==> src/design/stl_pkg.sv <==
// ----------------------------------------------------------------------------
// stl_pkg
// Shared types and constants of the scrolled tile layer: payload beats,
// configuration view, operation and register codes, memory geometry.
// ----------------------------------------------------------------------------
package stl_pkg;

  // layer geometry
  localparam int unsigned TILE_COUNT    = 1024;  // power of two, 256..1024
  localparam int unsigned SCREEN_WIDTH  = 256;
  localparam int unsigned SCREEN_HEIGHT = 256;

  // video ram: 1024 words of {attribute, code}
  localparam int unsigned MAP_BYTES = 2048;
  localparam int unsigned MAP_WORDS = 1024;
  localparam int unsigned MAP_AW    = $clog2(MAP_WORDS);

  // tile rom: three planes of 0x8000 bytes, one 24-bit word per plane offset
  localparam int unsigned ROM_BYTES  = 98304;
  localparam int unsigned ROM_WORDS  = 32768;
  localparam int unsigned ROM_AW     = $clog2(ROM_WORDS);
  localparam int unsigned PLANES     = 3;
  localparam int unsigned CODE_W     = 10;

  typedef enum logic [1:0] {
    OP_MAP_WR = 2'd0,
    OP_ROM_WR = 2'd1,
    OP_RENDER = 2'd2,
    OP_NONE   = 2'd3
  } stl_op_e;

  typedef enum logic [1:0] {
    REG_SCROLL_X = 2'd0,
    REG_SCROLL_Y = 2'd1,
    REG_OFFSET_X = 2'd2,
    REG_OFFSET_Y = 2'd3
  } stl_reg_e;

  typedef struct packed {
    logic [1:0]  operation;
    logic [16:0] mem_address;
    logic [7:0]  mem_data;
    logic [7:0]  screen_x;
    logic [7:0]  screen_y;
    logic        front_pass;
  } stl_in_t;

  typedef struct packed {
    logic [5:0] palette_index;
    logic       pixel_drawn;
  } stl_out_t;

  typedef struct packed {
    logic [15:0] scroll_x;
    logic [15:0] scroll_y;
    logic [8:0]  offset_x;
    logic [8:0]  offset_y;
  } stl_cfg_t;

endpackage

==> src/design/stl_regs.sv <==
// ----------------------------------------------------------------------------
// stl_regs
// APB-style register file holding scroll and offset of the layer.
// ----------------------------------------------------------------------------
module stl_regs (
  input  logic               clk_i,
  input  logic               rst_ni,
  input  logic               psel,
  input  logic               penable,
  input  logic               pwrite,
  input  logic [3:0]         paddr,
  input  logic [31:0]        pwdata,
  output logic [31:0]        prdata,
  output logic               pready,
  output stl_pkg::stl_cfg_t  cfg_o
);

  stl_pkg::stl_cfg_t cfg_q;
  logic              wr_en;
  stl_pkg::stl_reg_e reg_sel;

  assign pready  = 1'b1;
  assign wr_en   = psel && penable && pwrite;
  assign reg_sel = stl_pkg::stl_reg_e'(paddr[3:2]);

  always_ff @(posedge clk_i or negedge rst_ni) begin
    if (!rst_ni) begin
      cfg_q <= '0;
    end else if (wr_en) begin
      case (reg_sel)
        stl_pkg::REG_SCROLL_X: cfg_q.scroll_x <= pwdata[15:0];
        stl_pkg::REG_SCROLL_Y: cfg_q.scroll_y <= pwdata[15:0];
        stl_pkg::REG_OFFSET_X: cfg_q.offset_x <= pwdata[8:0];
        stl_pkg::REG_OFFSET_Y: cfg_q.offset_y <= pwdata[8:0];
        default: ;
      endcase
    end
  end

  always_comb begin
    case (reg_sel)
      stl_pkg::REG_SCROLL_X: prdata = {16'd0, cfg_q.scroll_x};
      stl_pkg::REG_SCROLL_Y: prdata = {16'd0, cfg_q.scroll_y};
      stl_pkg::REG_OFFSET_X: prdata = {23'd0, cfg_q.offset_x};
      stl_pkg::REG_OFFSET_Y: prdata = {23'd0, cfg_q.offset_y};
      default:               prdata = '0;
    endcase
  end

  assign cfg_o = cfg_q;

endmodule

==> config.mk <==
export PLATFORM = sky130hd
export DESIGN_NAME = stl_regs
export DESIGN_NICKNAME = d
export VERILOG_FILES = /design/src/design/stl_pkg.sv /design/src/design/stl_regs.sv
export SDC_FILE = /design/constraint.sdc
export NUM_CORES = 1
export LEC_CHECK = 0
export BUFFER_PORTS_ARGS = -buffer_cell sky130_fd_sc_hd__buf_4
export CAP_MARGIN = 20
export CORE_MARGIN = 3
export CORE_UTILIZATION = 41
export DETAILED_ROUTE_END_ITERATION = 12
export GPL_TIMING_DRIVEN = 0
export PLACE_DENSITY = 0.76
export SYNTH_ARGS = -nofsm -noshare
export SYNTH_HDL_FRONTEND = slang
export SYNTH_SLANG_ARGS = --single-unit
==> constraint.sdc <==
create_clock -name clk_i -period 1.35 [get_ports clk_i]
set_input_delay 0.27 -clock clk_i [delete_from_list [all_inputs] [get_ports clk_i]]
set_output_delay 0.27 -clock clk_i [all_outputs]
set_load 0.05 [all_outputs]
==> reports/results.ini, run 1 <==
[worst_setup_path]
startpoint_type = flop
setup.worst_path.class = flop to output port
path_max_fanout = 2
cpPeakStageDelay_ns = 0.50
cp_cell_sequence = mux4_2 > buf_8
r2r_end = cfg_o[6]
cp.required_ns = 1.08
rr_worst_depth = 3
rr_startpoint = cfg_o[6]
critPathArrivalTime_ns = 1.39
endpoint_kind = output port
crit_slowest_cell = mux4_2
r2r_setup_slack_ns = 0.32

[power_and_ir_drop]
peakVddDrop_mv = 1.01
power_density_nw_per_um2 = 1810
p_leak_uw = 0.00191

[clock_tree]
root_buffer = clkbuf_8
cts_buffers = 5
h-tree-depth = 2
insertion_delay_ns = 0.29
cts_buffer_depth = 2
cts_tree = done
cts_hold_buf = 0
cts_sinks = 50
cts.clk_slew.worst_paths_ns = 0.10

[sta]
rsz0062_at_grt = yes
relSlewSlack_pct = 57.5
min_period_over_period_pct = 123
finalClockSkew_ns = 0
report.final.setup_viol = 18
worst_pin_slew_ns = 0.638
setup-tns-final_ns = -2.79
finalWorstSetupSlack_ns = -0.312
whs_ns = -0.00912
hold_violations = 27
layout_min_cycle_time_ns = 1.66
slew_viol_final = 0
max_freq_mhz = 602

[synth]
synth-adder-area-share_pct = 0
synth_top_family_by_area = multiplexers
ys_warn_count = 0
synth-simple-area-share_pct = 2.75
syn_area_per_cell_um2 = 15.4
synth_cell_types = 20
synth_xor_area_share_pct = 0
synth_cells = 157
ys_seq_elements = 50
synth_mux_area_share_pct = 36.9
syn_area_um2 = 2410
yosysSeqAreaShare_pct = 51.8
synth_compound_area_share_pct = 0

[route]
drt_iter0_drc = 51
vias = 1799
routed_wl_mm = 6.25
wl_per_cell_um = 16.1
drc = 0
firstDrtPassIters = 4
via_per_inst = 4.65
ant_nets = 0

[die]
fp-row-count = 27
io_pins = 124
core_um2 = 5610
start_util_pct = 43.1
die_area_um2 = 6850
fp.dieW_um = 82.7
die_h_um = 82.7

[global_route]
antenna_found_initial = 0
grt_pass1_wl_mm = 9.76
first_global_vias = 1890
grt_use_total_pct = 19.3
grt-ovfl-total = 0
grt_max_degree = 51

[layout]
stdcell_count = 387
fin_area_um2 = 4030
largest_register_ffs = 50
syn_to_final_growth_pct = 66.9
nNetsFinal = 355
drive_gt1_share_pct = 93.0
final_common_cell = buf_4
antenna_cells = 0
final_cell_mix = 121 x buf_4, 48 x dfrtp_2, 40 x mux2_2
seq_area_um2 = 1310
fillCellCount = 396
multi_input_area_um2 = 1140

[placement]
place_area_um2 = 3340
pre_cts_slack_ns = -0.256
dpl.cell_count = 330
dp_hpwl_mm = 3.99
gp_congestion = 0.749
io_buffers = 86

[run_status]
violations = negative hold slack, negative setup slack
status = finished with violations

[worst_hold_path]
hp-class = input pin to async pin

[job]
max_cap_violations = 0

## per-layer routing
layer | vias to the layer above | part of all wire (%) | GRT usage [%] | wire length, um
met5 | - | 0 | 0 | 0
met4 | 0 | 0.58 | 4.41 | 36
met3 | 2 | 5.0 | 4.12 | 314
met2 | 61 | 54 | 33.9 | 3370
met1 | 899 | 40 | 24.3 | 2530
li1 | 837 | - | - | -
## kinds of logic (layout without fill, tap and decap cells)
family | count (synthesis) | after routing
buffers and inverters | 26 | 169
DFF | 50 | 50
muxes | 66 | 66
other | 2 | 17
and+or+nand+nor | 13 | 13
## report_power, final
part	leakage (uW)	switching [uW]	internal, uW	total (uW)
sequential	0.000558	247	1910	2150
clock	0.0000472	493	413	906
combinational	0.00130	2470	1770	4240
## cells in the mapped netlist (all sizes together)
library cell | n | area [um^2]
nor3 | 1 | 10.0
buf | 24 | 190
nand3 | 1 | 5.00
nor2 | 8 | 32.5
mux2 | 50 | 601
mux4 | 9 | 221
or2 | 1 | 6.26
mux2i | 7 | 70.1
dfrtp | 50 | 1250
clkbuf | 1 | 3.75
conb | 2 | 7.51
inv | 1 | 3.75
or3 | 1 | 6.26
nand4 | 1 | 6.26
## through the flow
step | total power [uW] | util (%)
detailed placement | 5560 | 59.5
finish | 7300 | 71.9
floorplan | 4570 | -
global route | 7620 | 71.9
CTS | 7120 | 69.3
global placement | 5510 | 59.5
## timing repair
action | 4_1_cts | 5_1_grt
setup endpoints to repair | 16 | 21
gates cloned | 0 | 0
buffers inserted | 44 | 5
gates resized for setup | 32 | 21
pin swaps | 0 | 0
## critical path, delay by kind of cell (launching register included)
family,cells,cell delay (ns)
flip-flops,1,0.42
buffers and inverters,1,0.17
multiplexers,1,0.50
## cell type report
class | count | area share (%)
sequential | 50 | 32.5
clock inverter | 2 | 0.310
tap | 72 | 2.24
buffer | 25 | 5.68
multi-input combinational | 96 | 28.3
timing repair buffer | 135 | 28.8
clock buffer | 6 | 2.05
inverter | 1 | 0.0931
## worst max path at each step
stage / start / to
final: cfg_o[6] / prdata[6]
after CTS: cfg_o[6] / prdata[6]
after global routing: cfg_o[2] / prdata[2]
after floorplan: paddr[2] / cfg_o[23]
after global placement: paddr[3] / prdata[1]
after detailed placement: pwrite / cfg_o[24]
No activity file was read; power rests on OpenSTA's default activity.
==> inputs of run 2 (changes only) <==
==> constraint.sdc (replaced) <==
create_clock -name clk_i -period 1.35 [get_ports clk_i]
set_input_delay 0.135 -clock clk_i [delete_from_list [all_inputs] [get_ports clk_i]]
set_output_delay 0.135 -clock clk_i [all_outputs]
set_load 0.05 [all_outputs]
==> reports/results.ini, run 2 (synthesized netlist as in run 1, its figures left out) <==
[sta]
finalClockSkew_ns = 0  ; unchanged
rsz0062_at_grt = yes
worst_pin_slew_ns = 0.636  ; -0.00230 ns
layout_min_cycle_time_ns = 1.51  ; -0.149 ns
relSlewSlack_pct = 57.6  ; +0.15 points
hold_violations = 0  ; -100%
max_freq_mhz = 661  ; +9.9%
slew_viol_final = 0  ; unchanged
finalWorstSetupSlack_ns = -0.163  ; +0.149 ns
setup-tns-final_ns = -1.30  ; +1.49 ns
min_period_over_period_pct = 112  ; -11 points
report.final.setup_viol = 9  ; -9

[global_route]
antenna_found_initial = 0  ; unchanged
grt-ovfl-total = 0  ; unchanged
grt_use_total_pct = 17.6  ; -1.7 points
first_global_vias = 1681  ; -11%
grt_max_degree = 51  ; unchanged
grt_pass1_wl_mm = 8.86  ; -9.2%

[route]
drt_iter0_drc = 48  ; -5.9%
wl_per_cell_um = 15.5  ; -3.6%
vias = 1692  ; -5.9%
firstDrtPassIters = 6  ; +2
drc = 0  ; unchanged
ant_nets = 0  ; unchanged
routed_wl_mm = 5.69  ; -8.9%
via_per_inst = 4.62  ; -0.55%

[layout]
nNetsFinal = 334  ; -5.9%
stdcell_count = 366  ; -5.4%
final_cell_mix = 123 x buf_4, 40 x mux2_2, 36 x dfrtp_2
largest_register_ffs = 50  ; unchanged
syn_to_final_growth_pct = 50.6
drive_gt1_share_pct = 85.7  ; -7.3 points
antenna_cells = 0  ; unchanged
final_common_cell = buf_4

[worst_setup_path]
cpPeakStageDelay_ns = 0.49  ; about the same
startpoint_type = flop
cp_cell_sequence = mux4_2 > buf_6
cp.buffers_inverters = 1  ; unchanged
setup.worst_path.class = flop to output port
crit_slowest_cell = mux4_2
cp.required_ns = 1.22  ; +0.14 ns
critPathArrivalTime_ns = 1.38  ; about the same
path_max_fanout = 3  ; +1
endpoint_kind = output port
crit_family = multiplexers

[power_and_ir_drop]
peakVddDrop_mv = 1.14  ; +13%
power_density_nw_per_um2 = 1850  ; +2.3%
p_leak_uw = 0.00178  ; -6.4%

[clock_tree]
cts_buffer_depth = 2  ; unchanged
cts_buffers = 5  ; unchanged
insertion_delay_ns = 0.29  ; about the same
cts.clk_slew.worst_paths_ns = 0.09  ; about the same
h-tree-depth = 2  ; unchanged
cts_tree = done
root_buffer = clkbuf_8
cts_sinks = 50  ; unchanged

[die]
start_util_pct = 43.1  ; unchanged
io_pins = 124  ; unchanged
fp-row-count = 27  ; unchanged
die_area_um2 = 6850  ; unchanged
die_h_um = 82.7  ; unchanged
fp.dieW_um = 82.7  ; unchanged
core_um2 = 5610  ; unchanged

[worst_hold_path]
hp-class = input pin to flop

[placement]
gp_congestion = 0.712  ; -5.0%
dp_hpwl_mm = 3.98  ; -0.28%
io_buffers = 86  ; unchanged
dpl.cell_count = 330  ; unchanged

[run_status]
violations = negative setup slack
status = finished with violations

[job]
max_cap_violations = 0  ; unchanged

-- run 2: layout make-up --
class                           count  area [um^2]
Fill cell                         434         1970
Sequential cell                    50         1300
Multi-Input combinational cell     96         1030
Timing Repair Buffer              114          918
Buffer                             25          206
Tap cell                           72         90.1
Clock buffer                        6         82.6
Clock inverter                      2         12.5
Inverter                            1         3.75
-- run 2: repair_timing --
action                                  4_1_cts  5_1_grt
hold endpoints to repair                     50        0
endpoints found under the setup margin        9       10
gates resized for setup                      15        1
setup buffers                                20        7
hold buffers                                  1        0
-- run 2: final timing paths --
check / from / to / slack [ns] / depth (start not counted)
max in group asynchronous: rst_ni / cfg_o[35] / 0.48 / 2
min reg2reg: cfg_o[18] / cfg_o[18] / 0.54 / 1
min in group asynchronous: rst_ni / cfg_o[14] / 0.42 / 2
max: cfg_o[6] / prdata[6] / -0.16 / 2
min: pwdata[15] / cfg_o[33] / 0.08 / 2
max reg2reg: cfg_o[10] / cfg_o[10] / 0.33 / 3
-- run 2: worst register-to-register path: cells and delay by family, from the launching register on --
| kind | cells | cell delay, ns |
|---|---|---|
| buf+inv | 2 | 0.25 |
| flops | 1 | 0.41 |
| mux | 1 | 0.25 |
-- run 2: metal layers --
layer	share of wire [%]	global-route usage [%]	vias up
met3	6.4	3.69	2
met4	0.63	4.41	0
met5	0	0	-
met1	40	22.2	835
li1	-	-	796
met2	53	30.6	59
-- run 2: report_power, final --
part           switching [uW]  internal [uW]  leakage [uW]  total (uW)
combinational            2300           1420       0.00117        3720
clock                     473            412     0.0000472         885
sequential                241           1890      0.000571        2130
-- run 2: metrics by stage --
step / hold WS [ns] / worst slack (ns) / power [uW] / cell area, um^2 / util (%)
after CTS: 0.0686 / -0.169 / 6720 / 3580 / 63.9
after global placement: 0.198 / -0.131 / 5450 / 3270 / 58.3
final: 0.0786 / -0.163 / 6740 / 3640 / 64.9
after global routing: 0.0612 / -0.215 / 7060 / 3640 / 64.9
after detailed placement: 0.202 / -0.143 / 5500 / 3270 / 58.3
after floorplan: -0.161 / -0.00921 / 4520 / 2530 / -
